<file path="src/sv/cpd_pkg.sv">
// Package for the command packet deframer.
// Holds the status codes and the result record shared by all modules.
// No dependencies.
package cpd_pkg;

    localparam logic [1:0] STATUS_OK        = 2'd0;
    localparam logic [1:0] STATUS_BAD_SUM   = 2'd1;
    localparam logic [1:0] STATUS_BAD_START = 2'd2;

    typedef struct packed {
        logic [1:0]  status;
        logic [7:0]  command_code;
        logic [7:0]  target_index;
        logic [31:0] payload_value;
        logic [7:0]  computed_sum;
    } cpd_result_t;

endpackage

</file>
<file path="src/sv/cpd_ifs.sv">
// Valid/ready channel interfaces of the command packet deframer.
// cpd_in_if moves received bytes, cpd_out_if moves result items.
// No dependencies.
interface cpd_in_if;
    logic       valid;
    logic       ready;
    logic [7:0] rx_byte;

    modport source (output valid, output rx_byte, input ready);
    modport sink   (input valid, input rx_byte, output ready);
endinterface

interface cpd_out_if;
    logic        valid;
    logic        ready;
    logic [1:0]  status;
    logic [7:0]  command_code;
    logic [7:0]  target_index;
    logic [31:0] payload_value;
    logic [7:0]  computed_sum;

    modport source (output valid, output status, output command_code,
                    output target_index, output payload_value,
                    output computed_sum, input ready);
    modport sink   (input valid, input status, input command_code,
                    input target_index, input payload_value,
                    input computed_sum, output ready);
endinterface

</file>
<file path="src/sv/cpd_parser.sv">
// Byte-level packet parser: phase, running sum and held packet fields.
// Produces at most one result per accepted byte. Depends on cpd_pkg.
module cpd_parser
    import cpd_pkg::*;
(
    input  logic        clk,
    input  logic        rst_n,
    input  logic        accept,
    input  logic [7:0]  rx_byte,
    input  logic [7:0]  start_byte,
    output logic        res_valid,
    output cpd_result_t res
);

    localparam logic [2:0] PH_HUNT  = 3'd0;
    localparam logic [2:0] PH_CMD   = 3'd1;
    localparam logic [2:0] PH_TGT   = 3'd2;
    localparam logic [2:0] PH_DATA0 = 3'd3;
    localparam logic [2:0] PH_DATA1 = 3'd4;
    localparam logic [2:0] PH_DATA2 = 3'd5;
    localparam logic [2:0] PH_DATA3 = 3'd6;
    localparam logic [2:0] PH_CHECK = 3'd7;

    logic [2:0]  phase_reg, phase_next;
    logic [7:0]  sum_reg, sum_next;
    logic [7:0]  cmd_reg, cmd_next;
    logic [7:0]  tgt_reg, tgt_next;
    logic [31:0] value_reg, value_next;

    always_comb
    begin
        phase_next = phase_reg;
        sum_next   = sum_reg;
        cmd_next   = cmd_reg;
        tgt_next   = tgt_reg;
        value_next = value_reg;
        res_valid  = 1'b0;
        res        = '0;
        res.status = STATUS_BAD_START;

        if (accept)
        begin
            case (phase_reg)
                PH_HUNT:
                begin
                    if (rx_byte == start_byte)
                    begin
                        sum_next   = rx_byte;
                        phase_next = PH_CMD;
                    end
                    else
                    begin
                        res_valid = 1'b1;
                    end
                end
                PH_CHECK:
                begin
                    res_valid         = 1'b1;
                    res.status        = (rx_byte == sum_reg) ? STATUS_OK : STATUS_BAD_SUM;
                    res.command_code  = cmd_reg;
                    res.target_index  = tgt_reg;
                    res.payload_value = value_reg;
                    res.computed_sum  = sum_reg;
                    phase_next        = PH_HUNT;
                    sum_next          = 8'd0;
                end
                default:
                begin
                    case (phase_reg)
                        PH_CMD:   cmd_next           = rx_byte;
                        PH_TGT:   tgt_next           = rx_byte;
                        PH_DATA0: value_next[7:0]    = rx_byte;
                        PH_DATA1: value_next[15:8]   = rx_byte;
                        PH_DATA2: value_next[23:16]  = rx_byte;
                        PH_DATA3: value_next[31:24]  = rx_byte;
                        default:  cmd_next           = cmd_reg;
                    endcase
                    sum_next   = sum_reg + rx_byte;
                    phase_next = phase_reg + 3'd1;
                end
            endcase
        end
    end

    always_ff @(posedge clk or negedge rst_n)
    begin
        if (!rst_n)
        begin
            phase_reg <= PH_HUNT;
            sum_reg   <= 8'd0;
            cmd_reg   <= 8'd0;
            tgt_reg   <= 8'd0;
            value_reg <= 32'd0;
        end
        else
        begin
            phase_reg <= phase_next;
            sum_reg   <= sum_next;
            cmd_reg   <= cmd_next;
            tgt_reg   <= tgt_next;
            value_reg <= value_next;
        end
    end

endmodule

</file>
<file path="src/sv/cpd_result_buf.sv">
// Two-entry result buffer between the parser and the output channel.
// Ready toward the input side comes from the fill count only. Depends on cpd_pkg.
module cpd_result_buf
    import cpd_pkg::*;
(
    input  logic        clk,
    input  logic        rst_n,
    input  logic        push,
    input  cpd_result_t push_data,
    output logic        has_room,
    output logic        out_valid,
    input  logic        out_ready,
    output cpd_result_t out_data
);

    logic [1:0]  count_reg, count_next;
    cpd_result_t head_reg, head_next;
    cpd_result_t skid_reg, skid_next;
    logic        pop;

    assign pop       = out_valid && out_ready;
    assign has_room  = (count_reg != 2'd2);
    assign out_valid = (count_reg != 2'd0);
    assign out_data  = head_reg;

    always_comb
    begin
        count_next = count_reg;
        head_next  = head_reg;
        skid_next  = skid_reg;
        case ({push, pop})
            2'b10:
            begin
                if (count_reg == 2'd0)
                    head_next = push_data;
                else
                    skid_next = push_data;
                count_next = count_reg + 2'd1;
            end
            2'b01:
            begin
                head_next  = skid_reg;
                count_next = count_reg - 2'd1;
            end
            2'b11:
            begin
                if (count_reg == 2'd1)
                begin
                    head_next = push_data;
                end
                else
                begin
                    head_next = skid_reg;
                    skid_next = push_data;
                end
            end
            default:
            begin
                count_next = count_reg;
            end
        endcase
    end

    always_ff @(posedge clk or negedge rst_n)
    begin
        if (!rst_n)
            count_reg <= 2'd0;
        else
            count_reg <= count_next;
    end

    always_ff @(posedge clk)
    begin
        head_reg <= head_next;
        skid_reg <= skid_next;
    end

endmodule

</file>
<file path="src/sv/command_packet_deframer_unit.sv">
// Top level of the command packet deframer.
// Ties the start-byte register, cpd_parser and cpd_result_buf to the channels.
// Depends on cpd_pkg, cpd_ifs, cpd_parser and cpd_result_buf.

// The deframer takes one received byte per item, one item per clock cycle,
// and hunts for the configured start byte. After it, a command byte, a target
// byte, four value bytes (least significant first) and a checksum byte follow.
// The checksum byte is compared with the 8-bit wrapped sum of all bytes from
// the start byte on; the packet comes out with status valid or checksum
// mismatch. A byte other than the start byte while hunting gives a bad-start
// item with all other fields zero. A start byte inside a packet is ordinary
// data. Each byte is parsed in the cycle it is accepted and its result lands
// in a two-entry output buffer in the next cycle; input ready drops only while
// both buffer entries wait to be taken, so a byte is accepted every cycle as
// long as results drain. Write start_byte only while idle; it applies from
// the next byte on.
module command_packet_deframer_unit
    import cpd_pkg::*;
(
    input  logic       clk,
    input  logic       rst_n,
    input  logic       cfg_wr_en,
    input  logic [7:0] cfg_wr_data,
    cpd_in_if.sink     in_ch,
    cpd_out_if.source  out_ch
);

    logic [7:0]  start_byte_reg;
    logic        accept;
    logic        res_valid;
    logic        has_room;
    cpd_result_t res;
    cpd_result_t out_data;

    // Hold the start byte until the next configuration write.
    always_ff @(posedge clk or negedge rst_n)
    begin
        if (!rst_n)
            start_byte_reg <= 8'd0;
        else if (cfg_wr_en)
            start_byte_reg <= cfg_wr_data;
    end

    // Accept a byte whenever the buffer can take a possible result.
    assign in_ch.ready = has_room;
    assign accept      = in_ch.valid && has_room;

    cpd_parser u_parser (
        .clk        (clk),
        .rst_n      (rst_n),
        .accept     (accept),
        .rx_byte    (in_ch.rx_byte),
        .start_byte (start_byte_reg),
        .res_valid  (res_valid),
        .res        (res)
    );

    cpd_result_buf u_buf (
        .clk       (clk),
        .rst_n     (rst_n),
        .push      (res_valid),
        .push_data (res),
        .has_room  (has_room),
        .out_valid (out_ch.valid),
        .out_ready (out_ch.ready),
        .out_data  (out_data)
    );

    // Unpack the buffered result onto the output channel.
    assign out_ch.status        = out_data.status;
    assign out_ch.command_code  = out_data.command_code;
    assign out_ch.target_index  = out_data.target_index;
    assign out_ch.payload_value = out_data.payload_value;
    assign out_ch.computed_sum  = out_data.computed_sum;

endmodule

</file>
<file path="src/flat_wrapper.sv">
// flat-port wrapper written by rule: the top's interface ports become plain ports
module command_packet_deframer_unit_flat import cpd_pkg::*;
  (clk, rst_n, cfg_wr_en, cfg_wr_data, in_ch_valid, in_ch_rx_byte, in_ch_ready, out_ch_valid, out_ch_status, out_ch_command_code, out_ch_target_index, out_ch_payload_value, out_ch_computed_sum, out_ch_ready);
  cpd_in_if in_ch_i ();
  cpd_out_if out_ch_i ();
  input  logic clk;
  input  logic rst_n;
  input  logic cfg_wr_en;
  input  logic [7:0] cfg_wr_data;
  input wire logic [$bits(in_ch_i.valid)-1:0] in_ch_valid;
  input wire logic [$bits(in_ch_i.rx_byte)-1:0] in_ch_rx_byte;
  output wire logic [$bits(in_ch_i.ready)-1:0] in_ch_ready;
  output wire logic [$bits(out_ch_i.valid)-1:0] out_ch_valid;
  output wire logic [$bits(out_ch_i.status)-1:0] out_ch_status;
  output wire logic [$bits(out_ch_i.command_code)-1:0] out_ch_command_code;
  output wire logic [$bits(out_ch_i.target_index)-1:0] out_ch_target_index;
  output wire logic [$bits(out_ch_i.payload_value)-1:0] out_ch_payload_value;
  output wire logic [$bits(out_ch_i.computed_sum)-1:0] out_ch_computed_sum;
  input wire logic [$bits(out_ch_i.ready)-1:0] out_ch_ready;
  assign in_ch_i.valid = in_ch_valid;
  assign in_ch_i.rx_byte = in_ch_rx_byte;
  assign in_ch_ready = in_ch_i.ready;
  assign out_ch_valid = out_ch_i.valid;
  assign out_ch_status = out_ch_i.status;
  assign out_ch_command_code = out_ch_i.command_code;
  assign out_ch_target_index = out_ch_i.target_index;
  assign out_ch_payload_value = out_ch_i.payload_value;
  assign out_ch_computed_sum = out_ch_i.computed_sum;
  assign out_ch_i.ready = out_ch_ready;
  command_packet_deframer_unit u_core (.clk(clk), .rst_n(rst_n), .cfg_wr_en(cfg_wr_en), .cfg_wr_data(cfg_wr_data), .in_ch(in_ch_i), .out_ch(out_ch_i));
endmodule
</file>
<file path="config.mk">
export PLATFORM = sky130hd
export DESIGN_NAME = command_packet_deframer_unit_flat
export DESIGN_NICKNAME = d
export VERILOG_FILES = /design/src/sv/cpd_pkg.sv /design/src/sv/cpd_ifs.sv /design/src/sv/cpd_parser.sv /design/src/sv/cpd_result_buf.sv /design/src/sv/command_packet_deframer_unit.sv /design/src/flat_wrapper.sv
export SDC_FILE = /design/constraint.sdc
export NUM_CORES = 1
export LEC_CHECK = 0
export CAP_MARGIN = 20
export CORE_UTILIZATION = 63
export DETAILED_ROUTE_END_ITERATION = 16
export DONT_BUFFER_PORTS = 1
export MAX_ROUTING_LAYER = met4
export PLACE_DENSITY = 0.79
export SLEW_MARGIN = 25
export SYNTH_ARGS = -nofsm -noshare
export SYNTH_HDL_FRONTEND = slang
export SYNTH_SLANG_ARGS = --single-unit
</file>
<file path="constraint.sdc">
create_clock -name clk -period 9.05 [get_ports clk]
set_clock_uncertainty 0.2 [all_clocks]
set_input_delay 0.905 -clock clk [delete_from_list [all_inputs] [get_ports clk]]
set_output_delay 0.905 -clock clk [all_outputs]
set_load 0.01 [all_outputs]
</file>
==> results.cfg, run 1 <==
[status]
outcome = complete, no violations

[setup_path]
r2r-start = u_core.u_parser.phase_reg[0]$_DFFE_PN0P_
reg2regPathDepth = 12
endpoint_of_the_lowest_slack_register_to_register_path = u_core.u_buf.skid_reg[26]$_DFFE_PP_
worstPathArrival_ns = 4.04
cp.required_ns = 8.91
critPathCaptureType = flip-flop
worst_setup_path_start_kind = flip-flop
path_max_fanout = 58
crit_type = flip-flop to flip-flop
ff2ff_setup_slack_ns = 4.86

[cells_and_area]
drive_above_1_share_pct = 19.9
final_common_cell = sky130_fd_sc_hd__edfxtp_1
final.fill_count = 813
layout.nets = 571
antenna-diode-count = 0
post-route-util_pct = 71.0
layout_common_cells = sky130_fd_sc_hd__edfxtp_1, sky130_fd_sc_hd__dfrtp_1, sky130_fd_sc_hd__and3_1, sky130_fd_sc_hd__a22o_1, sky130_fd_sc_hd__mux2_2
area.growth.synth_to_final_pct = 9.22
postLayoutCellArea_um2 = 8600

[sta]
final_hold_viol_count = 0
clock.fmax_mhz = 239
grt_setup_unrepaired = false
maxSlewViolCount = 0
final_total_negative_setup_slack_ns = 0
worstMarginPinSlew_ns = 0.889
finalSetupViolCount = 0
post-route-min-period_ns = 4.19
timing.final.crit_share_pct = 46.3
max_slew_margin_pct = 40.7
worst_hold_slack_across_all_endpoints_ns = 0.131
post-route-worst-setup-slack_ns = 4.86

[clocking]
cts-hold-fix-buffers = 1
postCtsSetupBuffers = 0
clkLatencyLatePin_ns = 0.43
cts_buffers = 17
clk_transition_reported_paths_ns = 0.07
max_clock_buf_depth = 2
cts.htree.levels = 4
cts_root_buf = sky130_fd_sc_hd__clkbuf_16
cts_tree = yes
cts.sinks = 185
post_cts_resize_count = 0

[drt]
detail_route.first_pass.iterations = 5
routed_wire_length_per_instance_um = 21.0
vias_per_cell = 6.28
drt-total-wl_um = 14900
drt_iter0_markers = 358
drt_drc_violations_left = 0
dr_total_vias = 4460
antenna_violating_nets_post_route = 0

[placement]
pre_cts_ws_ns = 4.94
dpl-instance-area_um2 = 7980
globalplace.congestion = 0.864
port_buffer_cells = 0
hpwl_um = 8930

[global_route]
global_route.usage.total_pct = 25.8
grt_use_met2_pct = 41.3
via_count_of_the_first_global_routing_pass = 4402
grt_busiest_layer = met2
grt_max_degree = 70
overflow = 0
groute.layer.met1.usage_pct = 32.1
global_route_wire_length_before_repair_um = 23500
grtUsageMet3_pct = 6.00
antenna_found_initial = 0

[flow_run]
maxCapViolCount = 0

[synthesis]
synth_area_per_cell_um2 = 14.6
syn-cell-area_um2 = 7880
dominantRegCellSynth = sky130_fd_sc_hd__edfxtp_1
ys.warnings.count = 0
synth-async-reset-ratio_pct = 37.3
yosysSeqAreaShare_pct = 66.2
yosys_register_bits = 185
synth-edff-count = 116
syn-instance-count = 539
synth.distinct_cells = 48
post_synthesis_net_count = 581

[power]
p_per_area_nw_per_um2 = 330
p_leak_nw = 3.54
peakVddDrop_v = 0.000256

[floorplanning]
die_w_um = 114
top_level_ports = 81
placement_rows = 40
design.die.area_um2 = 13000
initial_core_util_pct = 65.0
die_h_um = 114
placeableCoreArea_um2 = 12100

[worst_hold_path]
timing.hold.worst.class = input pin to asynchronous set/reset pin
-- report_power, final --
group | total, mW | internal [mW] | leakage [nW] | switching [mW]
Clock | 0.719 | 0.425 | 0.297 | 0.293
Combinational | 0.647 | 0.254 | 1.28 | 0.393
Sequential | 1.47 | 1.26 | 1.97 | 0.219
-- metrics by stage --
step	instances	power, mW
final	710	2.84
after global routing	710	2.98
after CTS	710	2.85
after detailed placement	677	2.12
after global placement	677	2.08
after floorplan	539	1.94
-- kinds of logic (layout without fill, tap and decap cells) --
group / count (synthesis) / after routing / share of synthesized area, %
AOI/OAI and AO/OA: 104 / 104 / 9.95
adders and majority gates: 21 / 21 / 3.43
and+or+nand+nor: 113 / 113 / 8.29
xor gates and xnor gates: 14 / 14 / 1.65
buffers and inverters: 50 / 53 / 3.10
muxes: 52 / 52 / 7.42
DFF: 185 / 185 / 66.2
-- final cells by class --
type / count / area (µm²) / area share (%)
Sequential cell: 185 / 5210 / 60.6
Tap cell: 168 / 210 / 2.44
Clock inverter: 5 / 28.8 / 0.335
Timing Repair Buffer: 6 / 65.1 / 0.756
Inverter: 15 / 56.3 / 0.655
Multi-Input combinational cell: 304 / 2470 / 28.7
Clock buffer: 27 / 564 / 6.56
-- per-layer routing --
| layer | wire length, µm | vias to the layer above |
|---|---|---|
| met5 | 0 | - |
| met4 | 230 | 0 |
| met3 | 787 | 17 |
| met2 | 7470 | 152 |
| met1 | 6440 | 2278 |
| li1 | - | 2013 |
-- Yosys cell counts (2+ instances only) --
cell type / number / share of area [%]
sky130_fd_sc_hd__edfxtp_1: 116 / 44
sky130_fd_sc_hd__dfrtp_1: 69 / 22
sky130_fd_sc_hd__a22o_1: 56 / 6.2
sky130_fd_sc_hd__and3_1: 56 / 4.4
sky130_fd_sc_hd__mux2_2: 50 / 7.1
sky130_fd_sc_hd__ha_1: 20 / 3.2
sky130_fd_sc_hd__clkbuf_1: 18 / 0.86
sky130_fd_sc_hd__a21oi_1: 16 / 1.0
sky130_fd_sc_hd__nand2_1: 16 / 0.76
sky130_fd_sc_hd__nor2_1: 15 / 0.71
sky130_fd_sc_hd__inv_1: 14 / 0.67
sky130_fd_sc_hd__o21ai_0: 12 / 0.76
sky130_fd_sc_hd__xor2_1: 8 / 0.89
sky130_fd_sc_hd__buf_2: 6 / 0.38
sky130_fd_sc_hd__nand2_2: 6 / 0.48
sky130_fd_sc_hd__buf_4: 5 / 0.48
sky130_fd_sc_hd__xnor2_1: 5 / 0.56
sky130_fd_sc_hd__nor3_1: 4 / 0.25
sky130_fd_sc_hd__a22oi_1: 3 / 0.29
sky130_fd_sc_hd__clkbuf_2: 3 / 0.19
sky130_fd_sc_hd__nand2b_1: 3 / 0.24
sky130_fd_sc_hd__nand3_1: 3 / 0.19
sky130_fd_sc_hd__o21a_1: 3 / 0.29
sky130_fd_sc_hd__a211oi_1: 2 / 0.19
sky130_fd_sc_hd__a21o_1: 2 / 0.19
sky130_fd_sc_hd__a31oi_1: 2 / 0.16
sky130_fd_sc_hd__buf_6: 2 / 0.29
sky130_fd_sc_hd__nor2b_1: 2 / 0.16
sky130_fd_sc_hd__nor4_2: 2 / 0.32
sky130_fd_sc_hd__o21ai_2: 2 / 0.22
-- worst max-delay path by stage --
stage / from / cells after the start / end
2_1_floorplan: in_ch_rx_byte[4] / 6 / u_core.u_buf.out_data[0]$_DFFE_PP_
3_3_place_gp: u_core.u_parser.phase_reg[0]$_DFFE_PN0P_ / 12 / u_core.u_buf.skid_reg[33]$_DFFE_PP_
3_5_place_dp: u_core.u_parser.phase_reg[0]$_DFFE_PN0P_ / 12 / u_core.u_buf.skid_reg[32]$_DFFE_PP_
4_1_cts: u_core.u_parser.phase_reg[0]$_DFFE_PN0P_ / 12 / u_core.u_buf.skid_reg[42]$_DFFE_PP_
5_1_grt: u_core.u_parser.phase_reg[0]$_DFFE_PN0P_ / 12 / u_core.u_buf.skid_reg[41]$_DFFE_PP_
6_report: u_core.u_parser.phase_reg[0]$_DFFE_PN0P_ / 12 / u_core.u_buf.skid_reg[26]$_DFFE_PP_
-- worst max-delay path, stage by stage (launching register included) --
cell and delay, ns:
sky130_fd_sc_hd__dfrtp_1 0.42, sky130_fd_sc_hd__inv_1 0.10, sky130_fd_sc_hd__ha_1 0.21, sky130_fd_sc_hd__nor2b_1 0.69, sky130_fd_sc_hd__a21boi_2 0.48, sky130_fd_sc_hd__a21oi_1 0.14, sky130_fd_sc_hd__nor2_1 0.30, sky130_fd_sc_hd__ha_1 0.22
sky130_fd_sc_hd__inv_1 0.06, sky130_fd_sc_hd__nor2_1 0.12, sky130_fd_sc_hd__a21oi_1 0.09, sky130_fd_sc_hd__a21oi_4 0.12, sky130_fd_sc_hd__buf_4 0.63
No activity file was read; power rests on OpenSTA's default activity.
==> run 2: changes to the inputs <==
CORE_UTILIZATION = 57   (was 63)
PLACE_DENSITY = 0.75   (was 0.79)
clock period = 3.7 ns   (was 9.05 ns; I/O delays follow)
==> results.cfg, run 2 (synthesis gave the netlist of run 1 again) <==
[global_route]
antenna_found_initial = 0
overflow = 0
global_route_wire_length_before_repair_um = 25900
grt_max_degree = 70
via_count_of_the_first_global_routing_pass = 4761
global_route.usage.total_pct = 24.9

[sta]
timing.final.crit_share_pct = 93.7
grt_setup_unrepaired = false
final_total_negative_setup_slack_ns = 0
final_hold_viol_count = 0
worstMarginPinSlew_ns = 0.994
clock.fmax_mhz = 288
maxSlewViolCount = 0
post-route-min-period_ns = 3.47
worst_hold_slack_across_all_endpoints_ns = 0.00590
max_slew_margin_pct = 33.6
post-route-worst-setup-slack_ns = 0.233
finalSetupViolCount = 0

[worst_hold_path]
sink_of_the_worst_hold_path = u_core.u_parser.sum_reg[5]$_DFFE_PN0P_
hold-path-cell-count = 2
timing.hold.worst.class = input pin to flip-flop
hold_path.startpoint = in_ch_rx_byte[5]

[setup_path]
critical_path.slowest_cell = sky130_fd_sc_hd__nor2_2
crit_path_cell_trace = inv_1, ha_1, nor2b_1, a21boi_2, a21oi_1, nor2_1, ha_1, inv_1, nor2_1, nor2_2, nor2_2, a22o_1
cp.required_ns = 3.80
worstPathArrival_ns = 3.56
r2r-start = u_core.u_parser.phase_reg[1]$_DFFE_PN0P_
ff2ff_setup_slack_ns = 0.23
endpoint_of_the_lowest_slack_register_to_register_path = u_core.u_buf.out_data[19]$_DFFE_PP_
worst_setup_path_start_kind = flip-flop
crit_path_max_incr_delay_ns = 0.79
critPathCaptureType = flip-flop
crit_type = flip-flop to flip-flop
critical-path-top-delay-family = simple AND/OR/NAND/NOR gates
reg2regPathDepth = 12
path_max_fanout = 20
critPathBufInv = 2

[cells_and_area]
antenna-diode-count = 0
final_common_cell = sky130_fd_sc_hd__edfxtp_1
stdcell_count = 750
area.growth.synth_to_final_pct = 13.8
layout_common_cells = sky130_fd_sc_hd__edfxtp_1, sky130_fd_sc_hd__dfrtp_1, sky130_fd_sc_hd__and3_1, sky130_fd_sc_hd__a22o_1, sky130_fd_sc_hd__mux2_2
postLayoutCellArea_um2 = 8960
post-route-util_pct = 67.2
layout.nets = 603
drive_above_1_share_pct = 19.3

[floorplanning]
design.die.area_um2 = 14300
placeableCoreArea_um2 = 13300
die_w_um = 120
die_h_um = 120
placement_rows = 42
top_level_ports = 81
initial_core_util_pct = 59.0

[clocking]
cts_root_buf = sky130_fd_sc_hd__clkbuf_16
max_clock_buf_depth = 2
cts_buffers = 17
cts.htree.levels = 4
cts.sinks = 185
clk_transition_reported_paths_ns = 0.07
cts_tree = yes
clkLatencyLatePin_ns = 0.43

[power]
p_total_mw = 7.22
peakVddDrop_v = 0.000387
p_per_area_nw_per_um2 = 806
p_leak_nw = 3.69

[placement]
port_buffer_cells = 0
globalplace.congestion = 0.920
hpwl_um = 9540
placed_cells = 691
dpl-instance-area_um2 = 8070
pre_cts_ws_ns = 0.117

[drt]
routed_wire_length_per_instance_um = 22.1
drt_iter0_markers = 474
dr_total_vias = 4707
drt-total-wl_um = 16600
vias_per_cell = 6.28
drt_drc_violations_left = 0
detail_route.first_pass.iterations = 7
antenna_violating_nets_post_route = 0

[status]
outcome = complete, no violations

[flow_run]
maxCapViolCount = 0
-- run 2: cell types whose count changed in the layout (fill, tap and decap cells not counted), moves of 2 or more --
cell	before	now
sky130_fd_sc_hd__dlygate4sd3_1	0	25
sky130_fd_sc_hd__bufinv_16	0	4
sky130_fd_sc_hd__buf_12	0	3
sky130_fd_sc_hd__nor2_2	0	2
sky130_fd_sc_hd__buf_4	5	8
sky130_fd_sc_hd__clkbuf_8	8	0
sky130_fd_sc_hd__clkinv_4	0	2
sky130_fd_sc_hd__clkinv_1	0	4
-- run 2: repair_timing --
action / in CTS / in global routing
buffers inserted: 0 / 0
hold buffers: 26 / 0
resized for setup: 0 / 1
endpoints found under the setup margin: 0 / 18
endpoints found under the hold margin: 127 / 0
-- run 2: area by class of cell --
cell class                      instances  area, µm²
Tap cell                              176        220
Clock buffer                           18        429
Fill cell                             934       4380
Inverter                               15       56.3
Multi-Input combinational cell        305       2470
Sequential cell                       185       5210
Timing Repair Buffer                   37        398
Clock inverter                         14        179
-- run 2: worst max path at each step --
stage	cells past startpoint	end	from	slack (ns)
after floorplan	12	u_core.u_buf.skid_reg[0]$_DFFE_PP_	u_core.u_parser.phase_reg[0]$_DFFE_PN0P_	0.03
after global placement	13	u_core.u_buf.out_data[18]$_DFFE_PP_	u_core.u_parser.phase_reg[0]$_DFFE_PN0P_	0.29
after detailed placement	13	u_core.u_buf.out_data[3]$_DFFE_PP_	u_core.u_parser.phase_reg[0]$_DFFE_PN0P_	0.12
after CTS	13	u_core.u_buf.out_data[3]$_DFFE_PP_	u_core.u_parser.phase_reg[0]$_DFFE_PN0P_	0.06
after global routing	13	u_core.u_buf.out_data[3]$_DFFE_PP_	u_core.u_parser.phase_reg[1]$_DFFE_PN0P_	0.02
final	12	u_core.u_buf.out_data[19]$_DFFE_PP_	u_core.u_parser.phase_reg[1]$_DFFE_PN0P_	0.23
-- run 2: power breakdown --
group          total (mW)  internal (mW)  leakage, nW  switching, mW
clock                1.88           1.12        0.294          0.759
sequential           3.62           3.06         1.97          0.561
combinational        1.72          0.710         1.43           1.01
total                7.22           4.90         3.69           2.33
-- run 2: per-layer routing --
layer / GRT usage, % / routed length (µm) / vias up
met5: - / 0 / -
met4: 9.69 / 449 / 0
met3: 5.94 / 1100 / 38
met2: 39.6 / 8160 / 226
met1: 31.2 / 6880 / 2365
li1: - / - / 2078
